===== config.mk =====
export PLATFORM = sky130hd
export DESIGN_NAME = escaped_sensor_frame_decoder_unit
export DESIGN_NICKNAME = d
export VERILOG_FILES = /design/src/hw/rtl/esfd_pkg.sv /design/src/hw/rtl/esfd_front.sv /design/src/hw/rtl/esfd_fifo.sv /design/src/hw/rtl/esfd_back.sv /design/src/hw/rtl/escaped_sensor_frame_decoder_unit.sv
export SDC_FILE = /design/constraint.sdc
export NUM_CORES = 1
export LEC_CHECK = 0
export BUFFER_PORTS_ARGS = -buffer_cell sky130_fd_sc_hd__buf_2
export CAP_MARGIN = 20
export CORE_UTILIZATION = 45
export DETAILED_ROUTE_END_ITERATION = 10
export HOLD_SLACK_MARGIN = 0.12
export PLACE_DENSITY = 0.65
export SETUP_SLACK_MARGIN = 0.05
export SYNTH_ARGS = -nofsm -noshare
export SYNTH_HDL_FRONTEND = slang
export SYNTH_SLANG_ARGS = --single-unit
export TNS_END_PERCENT = 100

===== constraint.sdc =====
create_clock -name clk -period 2.8 [get_ports clk]
set_input_delay 0.56 -clock clk [delete_from_list [all_inputs] [get_ports clk]]
set_output_delay 0.56 -clock clk [all_outputs]
set_load 0.005 [all_outputs]

===== src/hw/rtl/esfd_pkg.sv =====
// ----------------------------------------------------------------------------
// esfd_pkg
// Shared types and constants of the escaped sensor frame decoder.
// ----------------------------------------------------------------------------
package esfd_pkg;

  // configuration register indexes
  localparam logic [2:0] REG_START_BYTE  = 3'd0;
  localparam logic [2:0] REG_ESCAPE_BYTE = 3'd1;
  localparam logic [2:0] REG_ESCAPE_MASK = 3'd2;
  localparam logic [2:0] REG_CODE_ADC_X  = 3'd3;
  localparam logic [2:0] REG_CODE_ADC_Y  = 3'd4;
  localparam logic [2:0] REG_CODE_ADC_Z  = 3'd5;
  localparam logic [2:0] REG_CODE_IMU    = 3'd6;
  localparam logic [2:0] REG_CODE_QUAT   = 3'd7;

  // register reset values
  localparam logic [7:0] RST_START_BYTE  = 8'd126;
  localparam logic [7:0] RST_ESCAPE_BYTE = 8'd125;
  localparam logic [7:0] RST_ESCAPE_MASK = 8'd32;
  localparam logic [7:0] RST_CODE_ADC_X  = 8'd1;
  localparam logic [7:0] RST_CODE_ADC_Y  = 8'd2;
  localparam logic [7:0] RST_CODE_ADC_Z  = 8'd3;
  localparam logic [7:0] RST_CODE_IMU    = 8'd4;
  localparam logic [7:0] RST_CODE_QUAT   = 8'd5;

  // fixed frame sizes, in 32-bit words
  localparam int IMU_WORDS_DEF  = 9;
  localparam int QUAT_WORDS_DEF = 4;

  // depth of the queue between front and back
  localparam int Q_DEPTH_DEF = 4;

  // result kinds (travel on out_tuser)
  localparam logic [1:0] KIND_PAYLOAD = 2'd0;
  localparam logic [1:0] KIND_GOOD    = 2'd1;
  localparam logic [1:0] KIND_BAD     = 2'd2;

  // frame classes
  localparam logic [2:0] CLS_ADC_X = 3'd0;
  localparam logic [2:0] CLS_ADC_Y = 3'd1;
  localparam logic [2:0] CLS_ADC_Z = 3'd2;
  localparam logic [2:0] CLS_IMU   = 3'd3;
  localparam logic [2:0] CLS_QUAT  = 3'd4;

  localparam int OUT_DATA_W = 48;

  typedef enum logic [2:0] {
    PH_STANDBY,
    PH_TYPE,
    PH_LEN_L,
    PH_LEN_H,
    PH_DATA,
    PH_CHECK
  } phase_t;

  // type codes used by the frame parser
  typedef struct packed {
    logic [7:0] adc_x;
    logic [7:0] adc_y;
    logic [7:0] adc_z;
    logic [7:0] imu;
    logic [7:0] quat;
  } codes_t;

  // one unescaped symbol from the front end
  typedef struct packed {
    logic       sof;   // start byte seen
    logic [7:0] data;  // unmasked byte
  } token_t;

endpackage


===== src/hw/rtl/esfd_front.sv =====
// ----------------------------------------------------------------------------
// esfd_front
// Byte classifier: detects start and escape bytes and unmasks escaped bytes.
// ----------------------------------------------------------------------------
module esfd_front
  import esfd_pkg::*;
(
  input  logic       clk,
  input  logic       rst_n,
  input  logic       in_tvalid,
  output logic       in_tready,
  input  logic [7:0] in_tdata,
  input  logic [7:0] start_byte,
  input  logic [7:0] escape_byte,
  input  logic [7:0] escape_mask,
  output logic       push,
  output token_t     push_tok,
  input  logic       q_full
);

  logic esc_pend_r;
  logic esc_pend_nxt;
  logic xfer;
  logic is_start;
  logic is_esc;

  assign in_tready = !q_full;
  assign xfer      = in_tvalid && in_tready;
  assign is_start  = (in_tdata == start_byte);
  assign is_esc    = (in_tdata == escape_byte);

  always_comb begin
    push          = 1'b0;
    push_tok.sof  = is_start;
    push_tok.data = esc_pend_r ? (in_tdata ^ escape_mask) : in_tdata;
    esc_pend_nxt  = esc_pend_r;
    if (xfer) begin
      if (is_start) begin
        push = 1'b1;              // pending escape survives a start byte
      end else if (is_esc) begin
        esc_pend_nxt = 1'b1;
      end else begin
        push         = 1'b1;
        esc_pend_nxt = 1'b0;
      end
    end
  end

  always_ff @(posedge clk) begin
    if (!rst_n) begin
      esc_pend_r <= 1'b0;
    end else begin
      esc_pend_r <= esc_pend_nxt;
    end
  end

endmodule


===== src/hw/rtl/esfd_fifo.sv =====
// ----------------------------------------------------------------------------
// esfd_fifo
// Short token queue between the classifier and the frame parser.
// ----------------------------------------------------------------------------
module esfd_fifo
  import esfd_pkg::*;
#(
  parameter int DEPTH = Q_DEPTH_DEF
) (
  input  logic   clk,
  input  logic   rst_n,
  input  logic   push,
  input  token_t push_tok,
  output logic   full,
  input  logic   pop,
  output logic   q_valid,
  output token_t q_tok
);

  localparam int PW = (DEPTH > 1) ? $clog2(DEPTH) : 1;
  localparam int CW = $clog2(DEPTH + 1);

  token_t         mem [DEPTH];
  logic [PW-1:0]  wp_r;
  logic [PW-1:0]  rp_r;
  logic [CW-1:0]  cnt_r;
  logic           do_push;
  logic           do_pop;

  assign full    = (cnt_r == CW'(DEPTH));
  assign q_valid = (cnt_r != '0);
  assign q_tok   = mem[rp_r];
  assign do_push = push && !full;
  assign do_pop  = pop && q_valid;

  always_ff @(posedge clk) begin
    if (do_push) begin
      mem[wp_r] <= push_tok;
    end
  end

  always_ff @(posedge clk) begin
    if (!rst_n) begin
      wp_r  <= '0;
      rp_r  <= '0;
      cnt_r <= '0;
    end else begin
      if (do_push) begin
        wp_r <= (wp_r == PW'(DEPTH - 1)) ? '0 : wp_r + 1'b1;
      end
      if (do_pop) begin
        rp_r <= (rp_r == PW'(DEPTH - 1)) ? '0 : rp_r + 1'b1;
      end
      cnt_r <= cnt_r + CW'(do_push) - CW'(do_pop);
    end
  end

  a_cnt_bound : assert property (@(posedge clk) disable iff (!rst_n)
    cnt_r <= CW'(DEPTH))
    else $error("queue count above depth");

  a_cnt_track : assert property (@(posedge clk) disable iff (!rst_n)
    do_push && !do_pop |=> cnt_r == $past(cnt_r) + 1'b1)
    else $error("queue count lost a push");

  a_wr_rd_gap : assert property (@(posedge clk) disable iff (!rst_n)
    cnt_r == '0 |-> wp_r == rp_r)
    else $error("empty queue with pointer gap");

endmodule


===== src/hw/rtl/esfd_back.sv =====
// ----------------------------------------------------------------------------
// esfd_back
// Frame parser: type, length, payload and checksum, with output register.
// ----------------------------------------------------------------------------
module esfd_back
  import esfd_pkg::*;
#(
  parameter int IMU_WORDS  = IMU_WORDS_DEF,
  parameter int QUAT_WORDS = QUAT_WORDS_DEF
) (
  input  logic                  clk,
  input  logic                  rst_n,
  input  codes_t                codes,
  input  logic                  q_valid,
  input  token_t                q_tok,
  output logic                  pop,
  output logic                  out_tvalid,
  input  logic                  out_tready,
  output logic [OUT_DATA_W-1:0] out_tdata,
  output logic [1:0]            out_tuser
);

  localparam logic [15:0] IMU_LEN  = 16'(4 * IMU_WORDS);
  localparam logic [15:0] QUAT_LEN = 16'(4 * QUAT_WORDS);

  phase_t      ph_r,   ph_nxt;
  logic [2:0]  cls_r,  cls_nxt;
  logic [15:0] len_r,  len_nxt;
  logic [15:0] cnt_r,  cnt_nxt;
  logic [7:0]  csum_r, csum_nxt;

  logic        ov_r;
  logic [1:0]  o_kind_r,  o_kind_nxt;
  logic [2:0]  o_cls_r;
  logic [7:0]  o_byte_r,  o_byte_nxt;
  logic [15:0] o_idx_r,   o_idx_nxt;
  logic [7:0]  o_rcv_r,   o_rcv_nxt;
  logic [7:0]  o_cmp_r,   o_cmp_nxt;
  logic        o_set_r,   o_set_nxt;
  logic        emit;
  logic [7:0]  b;
  logic [15:0] cnt_inc;
  logic        good;

  assign pop     = q_valid && (!ov_r || out_tready);
  assign b       = q_tok.data;
  assign cnt_inc = cnt_r + 16'd1;
  assign good    = (b == csum_r);

  always_comb begin
    ph_nxt     = ph_r;
    cls_nxt    = cls_r;
    len_nxt    = len_r;
    cnt_nxt    = cnt_r;
    csum_nxt   = csum_r;
    emit       = 1'b0;
    o_kind_nxt = KIND_PAYLOAD;
    o_byte_nxt = '0;
    o_idx_nxt  = '0;
    o_rcv_nxt  = '0;
    o_cmp_nxt  = '0;
    o_set_nxt  = 1'b0;
    if (pop) begin
      if (q_tok.sof) begin
        ph_nxt = PH_TYPE;
      end else begin
        unique case (ph_r)
          PH_STANDBY: ;
          PH_TYPE: begin
            if (b == codes.adc_x) begin
              cls_nxt = CLS_ADC_X;
              ph_nxt  = PH_LEN_L;
            end else if (b == codes.adc_y) begin
              cls_nxt = CLS_ADC_Y;
              ph_nxt  = PH_LEN_L;
            end else if (b == codes.adc_z) begin
              cls_nxt = CLS_ADC_Z;
              ph_nxt  = PH_LEN_L;
            end else if (b == codes.imu) begin
              cls_nxt  = CLS_IMU;
              len_nxt  = IMU_LEN;
              cnt_nxt  = '0;
              csum_nxt = '0;
              ph_nxt   = (IMU_LEN == '0) ? PH_CHECK : PH_DATA;
            end else if (b == codes.quat) begin
              cls_nxt  = CLS_QUAT;
              len_nxt  = QUAT_LEN;
              cnt_nxt  = '0;
              csum_nxt = '0;
              ph_nxt   = (QUAT_LEN == '0) ? PH_CHECK : PH_DATA;
            end
          end
          PH_LEN_L: begin
            len_nxt = {8'd0, b};
            ph_nxt  = PH_LEN_H;
          end
          PH_LEN_H: begin
            len_nxt  = {b, len_r[7:0]};
            cnt_nxt  = '0;
            csum_nxt = '0;
            ph_nxt   = ({b, len_r[7:0]} == '0) ? PH_CHECK : PH_DATA;
          end
          PH_DATA: begin
            emit       = 1'b1;
            o_byte_nxt = b;
            o_idx_nxt  = cnt_r;
            csum_nxt   = csum_r ^ b;
            cnt_nxt    = cnt_inc;
            if (cnt_inc == len_r) begin
              ph_nxt = PH_CHECK;
            end
          end
          PH_CHECK: begin
            emit       = 1'b1;
            o_kind_nxt = good ? KIND_GOOD : KIND_BAD;
            o_rcv_nxt  = b;
            o_cmp_nxt  = csum_r;
            o_set_nxt  = good && (cls_r == CLS_ADC_Z);
            ph_nxt     = PH_STANDBY;
          end
          default: ph_nxt = PH_STANDBY;
        endcase
      end
    end
  end

  always_ff @(posedge clk) begin
    if (!rst_n) begin
      ph_r   <= PH_STANDBY;
      cls_r  <= '0;
      len_r  <= '0;
      cnt_r  <= '0;
      csum_r <= '0;
      ov_r   <= 1'b0;
    end else begin
      ph_r   <= ph_nxt;
      cls_r  <= cls_nxt;
      len_r  <= len_nxt;
      cnt_r  <= cnt_nxt;
      csum_r <= csum_nxt;
      if (emit) begin
        ov_r <= 1'b1;
      end else if (out_tready) begin
        ov_r <= 1'b0;
      end
    end
  end

  // output payload register
  always_ff @(posedge clk) begin
    if (emit) begin
      o_kind_r <= o_kind_nxt;
      o_cls_r  <= cls_r;
      o_byte_r <= o_byte_nxt;
      o_idx_r  <= o_idx_nxt;
      o_rcv_r  <= o_rcv_nxt;
      o_cmp_r  <= o_cmp_nxt;
      o_set_r  <= o_set_nxt;
    end
  end

  assign out_tvalid = ov_r;
  assign out_tuser  = o_kind_r;
  assign out_tdata  = {4'd0, o_set_r, o_cmp_r, o_rcv_r, o_idx_r, o_byte_r, o_cls_r};

  a_cnt_in_range : assert property (@(posedge clk) disable iff (!rst_n)
    ph_r == PH_DATA |-> cnt_r < len_r)
    else $error("payload count past length");

  a_check_ends : assert property (@(posedge clk) disable iff (!rst_n)
    pop && !q_tok.sof && ph_r == PH_CHECK |=> ph_r == PH_STANDBY && ov_r)
    else $error("checksum byte did not close frame");

  a_set_flag : assert property (@(posedge clk) disable iff (!rst_n)
    ov_r && o_set_r |-> o_kind_r == KIND_GOOD && o_cls_r == CLS_ADC_Z)
    else $error("set flag on wrong result");

  a_no_overrun : assert property (@(posedge clk) disable iff (!rst_n)
    ov_r && !out_tready |-> !emit)
    else $error("result overwritten while stalled");

endmodule


===== src/hw/rtl/escaped_sensor_frame_decoder_unit.sv =====
// ----------------------------------------------------------------------------
// escaped_sensor_frame_decoder_unit
// Byte-stuffed sensor frame decoder with XOR checksum check.
// ----------------------------------------------------------------------------
//
//  channel | dir | handshake             | payload
//  --------+-----+-----------------------+----------------------------------
//  in_     | in  | in_tvalid/in_tready   | tdata[7:0] rx_byte
//  out_    | out | out_tvalid/out_tready | tuser kind, tdata class..set flag
//  cfg_    | in  | cfg_valid/cfg_ready   | cfg_index register, cfg_data value
//
//  One raw byte per cycle is taken while the queue has room; a transfer moves
//  through the classifier, a 4-entry token queue and the frame parser, and any
//  result it causes passes the queue and output register to out_. The parser's
//  one-token-per-cycle loop sets the sustained rate without stalls: 1 byte/cycle.
//  Reset is synchronous, active low; it restores register defaults and
//  puts the parser in standby. Output stalls fill the queue, then drop in_tready.
//
module escaped_sensor_frame_decoder_unit
  import esfd_pkg::*;
#(
  parameter int IMU_WORDS  = IMU_WORDS_DEF,
  parameter int QUAT_WORDS = QUAT_WORDS_DEF,
  parameter int Q_DEPTH    = Q_DEPTH_DEF
) (
  input  logic                  clk,
  input  logic                  rst_n,
  // input byte stream
  input  logic                  in_tvalid,
  output logic                  in_tready,
  input  logic [7:0]            in_tdata,   // [7:0] rx_byte
  // result stream
  output logic                  out_tvalid,
  input  logic                  out_tready,
  output logic [OUT_DATA_W-1:0] out_tdata,  // [2:0] frame_class, [10:3] payload_byte,
                                            // [26:11] byte_index,
                                            // [34:27] received_checksum,
                                            // [42:35] computed_checksum,
                                            // [43] adc_set_complete, [47:44] zero
  output logic [1:0]            out_tuser,  // [1:0] kind
  // register writes
  input  logic                  cfg_valid,
  output logic                  cfg_ready,
  input  logic [2:0]            cfg_index,
  input  logic [7:0]            cfg_data
);

  logic [7:0] start_byte_r;
  logic [7:0] escape_byte_r;
  logic [7:0] escape_mask_r;
  codes_t     codes_r;

  logic       push;
  token_t     push_tok;
  logic       q_full;
  logic       q_valid;
  token_t     q_tok;
  logic       pop;

  // registers are always writable; the user must write them only while idle, as the block does not enforce it
  assign cfg_ready = 1'b1;

  always_ff @(posedge clk) begin
    if (!rst_n) begin
      start_byte_r  <= RST_START_BYTE;
      escape_byte_r <= RST_ESCAPE_BYTE;
      escape_mask_r <= RST_ESCAPE_MASK;
      codes_r.adc_x <= RST_CODE_ADC_X;
      codes_r.adc_y <= RST_CODE_ADC_Y;
      codes_r.adc_z <= RST_CODE_ADC_Z;
      codes_r.imu   <= RST_CODE_IMU;
      codes_r.quat  <= RST_CODE_QUAT;
    end else if (cfg_valid && cfg_ready) begin
      unique case (cfg_index)
        REG_START_BYTE:  start_byte_r  <= cfg_data;
        REG_ESCAPE_BYTE: escape_byte_r <= cfg_data;
        REG_ESCAPE_MASK: escape_mask_r <= cfg_data;
        REG_CODE_ADC_X:  codes_r.adc_x <= cfg_data;
        REG_CODE_ADC_Y:  codes_r.adc_y <= cfg_data;
        REG_CODE_ADC_Z:  codes_r.adc_z <= cfg_data;
        REG_CODE_IMU:    codes_r.imu   <= cfg_data;
        REG_CODE_QUAT:   codes_r.quat  <= cfg_data;
        default: ;
      endcase
    end
  end

  // front: start/escape detection and unmasking
  esfd_front u_front (
    .clk         (clk),
    .rst_n       (rst_n),
    .in_tvalid   (in_tvalid),
    .in_tready   (in_tready),
    .in_tdata    (in_tdata),
    .start_byte  (start_byte_r),
    .escape_byte (escape_byte_r),
    .escape_mask (escape_mask_r),
    .push        (push),
    .push_tok    (push_tok),
    .q_full      (q_full)
  );

  // decoupling queue
  esfd_fifo #(
    .DEPTH (Q_DEPTH)
  ) u_fifo (
    .clk      (clk),
    .rst_n    (rst_n),
    .push     (push),
    .push_tok (push_tok),
    .full     (q_full),
    .pop      (pop),
    .q_valid  (q_valid),
    .q_tok    (q_tok)
  );

  // back: frame parsing, checksum and result register
  esfd_back #(
    .IMU_WORDS  (IMU_WORDS),
    .QUAT_WORDS (QUAT_WORDS)
  ) u_back (
    .clk        (clk),
    .rst_n      (rst_n),
    .codes      (codes_r),
    .q_valid    (q_valid),
    .q_tok      (q_tok),
    .pop        (pop),
    .out_tvalid (out_tvalid),
    .out_tready (out_tready),
    .out_tdata  (out_tdata),
    .out_tuser  (out_tuser)
  );

endmodule

==> results of run 1 <==
## worst paths after layout
path                                                     from                               to  slack [ps]
worst min-delay path                                in_tvalid  u_front.esc_pend_r$_SDFFE_PN0P_         330
worst max-delay path                                flip-flop    u_back.csum_r[2]$_SDFFE_PN0P_         120
worst max register to register                      flip-flop    u_back.csum_r[2]$_SDFFE_PN0P_         120
worst min register to register  escape_mask_r[1]$_SDFFE_PN0P_    escape_mask_r[1]$_SDFFE_PN0P_         450
## report_power, final
group	switching [mW]	total, mW	internal (mW)
Combinational	1.80	3.07	1.27
Sequential	0.148	3.42	3.27
Clock	1.20	3.19	1.99
## Yosys cell counts, types with 3 or more instances
cell / number
a211oi_1: 5
a21oi_1: 58
a311oi_1: 4
a31oi_4: 20
and2_1: 23
and3_1: 12
and4_1: 4
buf_1: 10
buf_2: 9
buf_4: 6
buf_6: 8
clkbuf_1: 30
dfxtp_1: 121
edfxtp_1: 82
ha_1: 8
inv_1: 13
mux2_2: 6
mux2i_1: 12
mux4_2: 7
nand2_1: 187
nand2b_1: 7
nand3_1: 34
nand4_1: 30
nor2_1: 64
nor2_2: 5
nor2b_1: 6
nor3_1: 5
nor4_1: 6
o21ai_0: 49
o22ai_1: 13
or3_1: 3
xnor2_1: 85
xor2_1: 9
## metal layers
layer / vias to the layer above / track usage / routed length (um)
li1: 3630 / - / -
met1: 3603 / 0.302 / 11300
met2: 233 / 0.340 / 11200
met3: 40 / 0.0309 / 1360
met4: 0 / 0.0586 / 437
met5: - / 0 / 0
## placed cells by master, fill, tap and decap left out, drive strengths merged, types with 22 or more instances in the layout
cell type / instances
nand2: 188
buf: 129
dfxtp: 121
xnor2: 85
edfxtp: 82
nor2: 69
a21oi: 58
o21ai: 50
nand3: 34
nand4: 30
clkbuf: 27
and2: 23
a31oi: 22
## area by class of cell
class	instances	area [sq um]	area share
Clock buffer	26	597	0.0515
Clock inverter	14	210	0.0181
Inverter	14	52.6	0.00454
Multi-Input combinational cell	708	4600	0.397
Sequential cell	203	4890	0.422
Tap cell	275	344	0.0297
Timing Repair Buffer	130	895	0.0772
## tightest hold or removal path: stages
cell,delay [ps]
buf_2,110
nand4_1,60
a21oi_1,50
## logic make-up after synthesis
family / after synthesis / share of synthesized area
compound gates: 174 / 0.136
xor+xnor: 94 / 0.0833
fa+ha+maj: 9 / 0.0121
buf+inv: 81 / 0.0438
flops: 203 / 0.494
mux: 27 / 0.0402
other cells: 2 / 0.000760
simple gates: 398 / 0.189
## per-stage QoR
step            util  power, mW  area, sq um
6_report       0.544       9.68        11600
5_1_grt        0.544       10.1        11600
4_1_cts        0.541       9.58        11500
3_5_place_dp   0.502       6.38        10700
3_3_place_gp   0.502       6.35        10700
2_1_floorplan      -       5.69         9900
## registers in the layout, summed over array words and instances, names as in the netlist, 8 cells and up, named ones only
register,count
u_back.len_r,16
codes_r,40
escape_byte_r,8
u_back.csum_r,8
u_fifo.mem,36
u_back.cnt_r,16
u_back.o_idx_r,16
u_back.o_cmp_r,8
u_back.o_byte_r,8
u_back.o_rcv_r,8
start_byte_r,8
escape_mask_r,8
## what timing repair did
action,4_1_cts,5_1_grt
pin swaps,0,1
resized for setup,0,9
buffers inserted,1,4
cloned,0,2
endpoints found under the setup margin,1,45
==> flow_summary.yaml, run 1 <==
grt:
  grt_pass1_wl_um: 37700
  grt_usage: 0.213
  grt_pass1_vias: 6923
  antenna_found_initial: 0
  grt_max_degree: 45
  grt_overflow_total: 0
logic_synthesis:
  ys_ff_latch: 203
  syn_avg_cell_area_sq_um: 10.0
  yosysWarnings: 0
  seq_area_frac_synth: 0.494
  yosysUniqueCellTypes: 65
  netlist_area_sq_mm: 0.00989
  synth_area_leaders: "edfxtp_1 (25%), dfxtp_1 (25%), xnor2_1 (7.5%)"
  yosysTopAreaCell: "edfxtp_1"
  postSynthCellCount: 988
  yosysTopAreaCellShare: 0.249
  ys.flop_type: "dfxtp_1"
  synth_edf_count: 82
  async_reset_ff_frac: 0
route:
  drcViolationCount: 0
  num_vias: 7506
  vias_per_cell: 5.48
  wirelength_um: 24300
  antenna_left: 0
  drt-initial-drc-count: 474
  wl_per_cell_um: 17.7
  dr.pass1.iters: 5
sta:
  period_minus_slack_ps: 2680
  setup_tns_ps: 0
  finalCritPeriodShare: 0.956
  rsz0062_at_grt: "true"
  layout_setup_ws_ps: 123
  clock.fmax_mhz: 374
  holdWs_ps: 329
  relSlewSlack: 0.605
  hold_violations: 0
  clock_skew_ps: 15.9
  worst_slew_pin_slew_ps: 592
  maxSlewViolCount: 0
  setup-violations-final: 0
worst_setup_path:
  crit_fanout: 11
  crit_buf_inv: 2
  reg2reg_depth: 9
  crit_arrival_ps: 3050
  cp.depth: 9
  end_kind: "flip-flop"
  slowest_stage: "mux4_2"
  crit_path_cell_trace: "buf_4 > mux4_2 > xnor2_1 > nand4_1 > nor2_2 > or3_4 > o22ai_4 > clkbuf_16 > a31oi_4"
  cp.required_ps: 3170
  crit_type: "reg -> reg"
  slowest_delay_ps: 650
  cpLargestDelayFamily: "multiplexers"
  start_kind: "flip-flop"
cts:
  clk_latency_ps: 510
  cts_max_level: 1
  clock_path_buffers: 3
  cts.sinks: 203
  root_buffer: "clkbuf_16"
  cts_made_buffers: 22
  cts.clk_slew.worst_paths_ps: 60
  tritoncts: "done"
  cts.hold.buffers_added: 0
placement:
  dp_slack_ps: 49.4
  port_buffers: 71
  gp_congestion: 0.864
  dp.cells: 1323
  hpwl_um: 17100
finish:
  final.fill_count: 1861
  nets: 1112
  areaGrowthSynthToFinish_pct: 17.2
  drive_above_1_share: 0.211
  n_antenna_cell: 0
  fin_cells: 1370
pwr:
  leakage_nw: 4.00
  powerDensity_mw_per_mm2: 836
  ir_drop_v: 0.000594
floorplan:
  floorplan.die.width_um: 150
  rows: 53
  ios: 77
  core_area_sq_mm: 0.0213
  die_y_um: 150
  die_area_sq_mm: 0.0226
  start_util: 0.464
status:
  outcome: "completed"
min_path:
  hold_depth: 3
  worst_hold_path_type: "in -> reg"
run:
  maxCapViolations: 0
(Power assumes the default switching activity.)
==> inputs of run 2 (changes only) <==
Settings changed: CTS_CLUSTER_SIZE from default to 16, PLACE_DENSITY 0.65 to 0.71, TNS_END_PERCENT 100 to 5.
==> flow_summary.yaml, run 2 (synthesis results as in run 1) <==
placement:
  dp_slack_ps: 37.2
  dpl_cell_area_sq_mm: 0.0106
  gp_congestion: 0.884
  port_buffers: 71
  hpwl_um: 17000
cts:
  cts_max_level: 1
  tritoncts: "done"
  cts_made_buffers: 23
  cts.sinks: 203
  cts.clk_slew.worst_paths_ps: 60
  clock_path_buffers: 3
  root_buffer: "clkbuf_16"
  cts.hold.buffers_added: 0
  clk_latency_ps: 520
pwr:
  leakage_nw: 3.93
  powerDensity_mw_per_mm2: 826
  power_mw: 9.42
  ir_drop_v: 0.000449
worst_setup_path:
  slowest_stage: "mux4_1"
  crit_buf_inv: 1
  start_kind: "flip-flop"
  reg2reg_slack_ps: 100
  slowest_delay_ps: 790
  crit_arrival_ps: 3070
  cpLargestDelayFamily: "multiplexers"
  reg2reg_depth: 8
  crit_path_cell_trace: "mux4_1 > xnor2_1 > nand4_1 > nor2_2 > or3_4 > o22ai_4 > buf_12 > a31oi_4"
  crit_fanout: 15
  end_kind: "flip-flop"
  crit_type: "reg -> reg"
  r2r-end: "u_back.cnt_r[12]$_SDFFE_PN0P_"
  cp.required_ps: 3170
route:
  dr.pass1.iters: 5
  drcViolationCount: 0
  wl_per_cell_um: 17.5
  vias_per_cell: 5.48
  num_vias: 7447
  drt-initial-drc-count: 479
  wirelength_um: 23800
  antenna_left: 0
finish:
  drive_above_1_share: 0.194
  top_regs: "codes_r: 40 flops, u_fifo.mem: 36 flops"
  multi_input_area_sq_mm: 0.00460
  fin_area_sq_mm: 0.0114
  seqCellArea_sq_mm: 0.00489
  areaGrowthSynthToFinish_pct: 15.4
  final.fill_count: 1832
  n_antenna_cell: 0
  layout_common_cells: "nand2_1 (187), dfxtp_1 (120), xnor2_1 (85), edfxtp_1 (82), buf_2 (71)"
  nets: 1101
  largest_reg_flops: 40
  regMostFlops: "codes_r"
  layout_commonest_cell: "nand2_1"
min_path:
  hold_end: "u_front.esc_pend_r$_SDFFE_PN0P_"
  hold_depth: 3
  min_from: "in_tvalid"
  worst_hold_path_type: "in -> reg"
grt:
  top_usage_layer: "met2"
  grt_pass1_wl_um: 38100
  grt_usage: 0.215
  antenna_found_initial: 0
  met2_usage: 0.362
  use_met3: 0.0303
  grt.met1_usage: 0.286
  grt_overflow_total: 0
  grt_max_degree: 59
  grt_pass1_vias: 7122
run:
  maxCapViolations: 0
sta:
  relSlewSlack: 0.389
  period_minus_slack_ps: 2700
  finalCritPeriodShare: 0.964
  rsz0062_at_grt: "true"
  layout_setup_ws_ps: 101
  maxSlewViolCount: 0
  setup-violations-final: 0
  worst_slew_pin_slew_ps: 910
  setup_tns_ps: 0
  clock.fmax_mhz: 370
  hold_violations: 0
  clock_skew_ps: 21.5
status:
  outcome: "completed"
floorplan:
  die_y_um: 150
  floorplan.die.width_um: 150
  start_util: 0.464
  rows: 53
  ios: 77
  die_area_sq_mm: 0.0226
  core_area_sq_mm: 0.0213
run 2: repair_timing:
| item | in CTS | in global routing |
|---|---|---|
| gates cloned | 0 | 1 |
| pin swaps | 1 | 2 |
| setup buffers | 0 | 3 |
| setup endpoints to repair | 25 | 45 |
| hold endpoints to repair | 0 | 0 |
| resized for setup | 0 | 4 |
run 2: metrics by stage:
stage,hold slack [ps],cells,utilization
final,316,1360,0.536
after global routing,315,1360,0.536
after floorplan,422,991,-
after global placement,441,1314,0.498
after detailed placement,435,1314,0.498
after CTS,304,1356,0.534
run 2: area by class of cell:
cell class | count | share of cell area
inverters | 14 | 0.00460
well taps | 275 | 0.0302
multi-input cells | 708 | 0.403
clock buffers | 27 | 0.0517
clock inverters | 15 | 0.0156
repair buffers | 118 | 0.0668
flip-flops and latches | 203 | 0.428
run 2: tightest hold or removal path, cell delays in order:
cell     delay (ps)
buf_2           100
nand4_1          60
a21oi_1          50
run 2: how the worst max path moves through the flow:
stage	endpoint	slack (ps)	depth (start not counted)
CTS	u_back.len_r[6]$_SDFFE_PN0P_	8	9
floorplan	u_back.o_rcv_r[6]$_SDFFCE_PP0P_	90	8
detailed placement	u_back.len_r[6]$_SDFFE_PN0P_	40	9
global route	u_back.csum_r[7]$_SDFFE_PN0P_	4	8
global placement	u_back.cnt_r[12]$_SDFFE_PN0P_	120	9
finish	u_back.cnt_r[12]$_SDFFE_PN0P_	100	8
run 2: layer usage:
metal | vias up | part of all wire
met3 | 47 | 0.054
met4 | 0 | 0.024
met2 | 221 | 0.47
li1 | 3621 | -
met1 | 3558 | 0.45
met5 | - | 0
run 2: power by group:
group / leakage [nW] / internal, mW / switching, mW
Combinational: 1.87 / 1.19 / 1.76
Clock: 0.379 / 1.88 / 1.18
Sequential: 1.68 / 3.27 / 0.152
Total: 3.93 / 6.34 / 3.09
==> inputs of run 3 (changes only) <==
Settings changed: SYNTH_HIERARCHICAL from default to 1.
==> flow_summary.yaml, run 3 <==
grt:
  antenna_found_initial: 0
  grt_pass1_vias: 6910
  grt_pass1_wl_um: 35500
  grt_overflow_total: 0
  grt_usage: 0.201
  grt_max_degree: 58
logic_synthesis:
  synth_area_leaders: "edfxtp_1 (26%), dfxtp_1 (25%), mux2i_1 (7.7%)"
  syn_avg_cell_area_sq_um: 10.6
  async_reset_ff_frac: 0
  yosysWarnings: 6
  ys.flop_type: "dfxtp_1"
  netlist_area_sq_mm: 0.00965
  yosysTopAreaCellShare: 0.255
  ys_ff_latch: 203
  yosysTopAreaCell: "edfxtp_1"
  seq_area_frac_synth: 0.506
  postSynthCellCount: 911
  yosysMostFrequentCell: "dfxtp_1"
  synthTopCellsByCount: "dfxtp_1 (121), nand2_1 (94), edfxtp_1 (82)"
  synth_edf_count: 82
  yosysUniqueCellTypes: 64
placement:
  dpl_cell_area_sq_mm: 0.0107
  gp_congestion: 0.860
  port_buffers: 71
  hpwl_um: 14900
sta:
  worst_slew_pin_slew_ps: 769
  setup-violations-final: 4
  layout_setup_ws_ps: -95.3
  period_minus_slack_ps: 2900
  clock_skew_ps: 14.3
  hold_violations: 0
  clock.fmax_mhz: 345
  holdWs_ps: 348
  finalCritPeriodShare: 1.03
  maxSlewViolCount: 0
  relSlewSlack: 0.484
  rsz0062_at_grt: "true"
route:
  wl_per_cell_um: 16.4
  vias_per_cell: 5.37
  antenna_left: 0
  drcViolationCount: 0
  drt-initial-drc-count: 521
  num_vias: 7084
  wirelength_um: 21600
  dr.pass1.iters: 5
floorplan:
  core_area_sq_mm: 0.0210
  rows: 53
  start_util: 0.459
  ios: 77
  floorplan.die.width_um: 148
  die_y_um: 148
  die_area_sq_mm: 0.0220
worst_setup_path:
  reg2reg_depth: 12
  r2r-end: "u_back/ph_r[2]$_SDFFE_PN0P_"
  cp-endpoint: "u_back/ph_r[2]$_SDFFE_PN0P_"
  crit_arrival_ps: 3290
  reg2reg_slack_ps: -100
  crit_type: "reg -> reg"
  start_kind: "flip-flop"
  end_kind: "flip-flop"
  crit_fanout: 5
  cp.required_ps: 3190
finish:
  largest_reg_flops: 40
  fin_area_sq_mm: 0.0118
  top_regs: "codes_r: 40 flops, u_fifo/mem: 36 flops"
  regMostFlops: "codes_r"
  areaGrowthSynthToFinish_pct: 22.3
  layout_commonest_cell: "dfxtp_1"
  layout_common_cells: "dfxtp_1 (120), nand2_1 (92), edfxtp_1 (82), buf_4 (77), mux2i_1 (74)"
  nets: 1062
  drive_above_1_share: 0.240
  n_antenna_cell: 0
cts:
  cts.sinks: 203
  cts.hold.buffers_added: 0
  tritoncts: "done"
  cts_max_level: 1
  clock_path_buffers: 3
  clk_latency_ps: 510
  root_buffer: "clkbuf_16"
  cts_made_buffers: 22
  cts.clk_slew.worst_paths_ps: 60
pwr:
  powerDensity_mw_per_mm2: 717
  leakage_nw: 4.91
  ir_drop_v: 0.000428
status:
  violations: "setup timing"
  outcome: "finished with violations"
run:
  maxCapViolations: 0
min_path:
  worst_hold_path_type: "in -> reg"
==> run 3: cell types whose count changed in the layout (fill, tap and decap cells not counted), moves of 19 or more <==
cell	delta
xor2_1	+34
nor2b_1	+27
a31oi_4	-19
mux2i_1	+62
a21oi_1	-29
xnor2_1	-42
buf_4	+35
nand2_1	-95
o21ai_0	-29
nor2_1	-27
==> run 3: logic make-up after synthesis <==
family                   after synthesis  synth area share
flip-flops                           203             0.506
AND/OR/NAND/NOR                      338             0.192
XOR/XNOR                              92            0.0835
AO/OA/AOI/OAI                         97            0.0633
adder cells (fa/ha/maj)                9            0.0124
other                                  2          0.000778
buffers and inverters                 86            0.0430
multiplexers                          84            0.0989
==> run 3: final cells by class <==
type,instances,area [sq um]
Clock inverter,8,67.6
Clock buffer,32,691
Inverter,15,56.3
Tap cell,275,344
Multi-Input combinational cell,625,4580
Fill cell,1726,9220
Timing Repair Buffer,162,1180
Sequential cell,203,4890
==> run 3: power by group <==
group	total [mW]	internal (mW)	switching (mW)
logic	2.17	1.03	1.13
registers	3.33	3.23	0.0991
clock network	2.97	1.80	1.17
==> run 3: critical path, cell delays in order, from the launching register on <==
cell,delay (ps)
dfxtp_4,390
buf_12,130
mux4_2,610
buf_6,180
xnor2_2,120
nand4_1,140
nor2_1,70
buf_4,150
nor4_1,250
buf_4,170
a211oi_4,60
a31o_4,230
mux2_4,290
==> run 3: how the worst min path moves through the flow <==
stage	startpoint	to	slack, ps	depth (start not counted)
after floorplan	u_back/cls_r[1]$_SDFFE_PN0P_	u_back/o_cls_r[1]$_DFFE_PP_	420	0
after global placement	escape_mask_r[4]$_SDFFE_PN0P_	escape_mask_r[4]$_SDFFE_PN0P_	440	2
after detailed placement	escape_mask_r[6]$_SDFFE_PN0P_	escape_mask_r[6]$_SDFFE_PN0P_	450	2
after CTS	cfg_data[4]	escape_byte_r[4]$_SDFFE_PN1P_	330	3
after global routing	cfg_data[4]	escape_byte_r[4]$_SDFFE_PN1P_	360	3
final	cfg_data[4]	escape_byte_r[4]$_SDFFE_PN1P_	350	3
==> run 3: metrics by stage <==
step                total power [mW]  TNS [ps]  std cells   util  worst slack, ps
floorplan                       4.56         0        914      -             26.8
global placement                5.19     -1540       1264  0.509             -178
detailed placement              5.22     -3280       1264  0.509             -234
CTS                             8.34      -441       1312  0.553            -95.3
global route                    8.80     -2530       1320  0.561             -162
finish                          8.47      -158       1320  0.561            -95.3
==> run 3: layer usage <==
layer  GRT usage  routed length [um]  up-vias
li1            -                   -     3440
met1       0.259                9400     3371
met2       0.336               10500      222
met3      0.0298                1090       51
met4      0.0804                 622        0
met5           0                   0        -
==> run 3: what timing repair did <==
item	CTS	global route
endpoints found under the setup margin	40	43
gates cloned	1	0
setup buffers	7	8
resized for setup	19	19
pin swaps	17	13
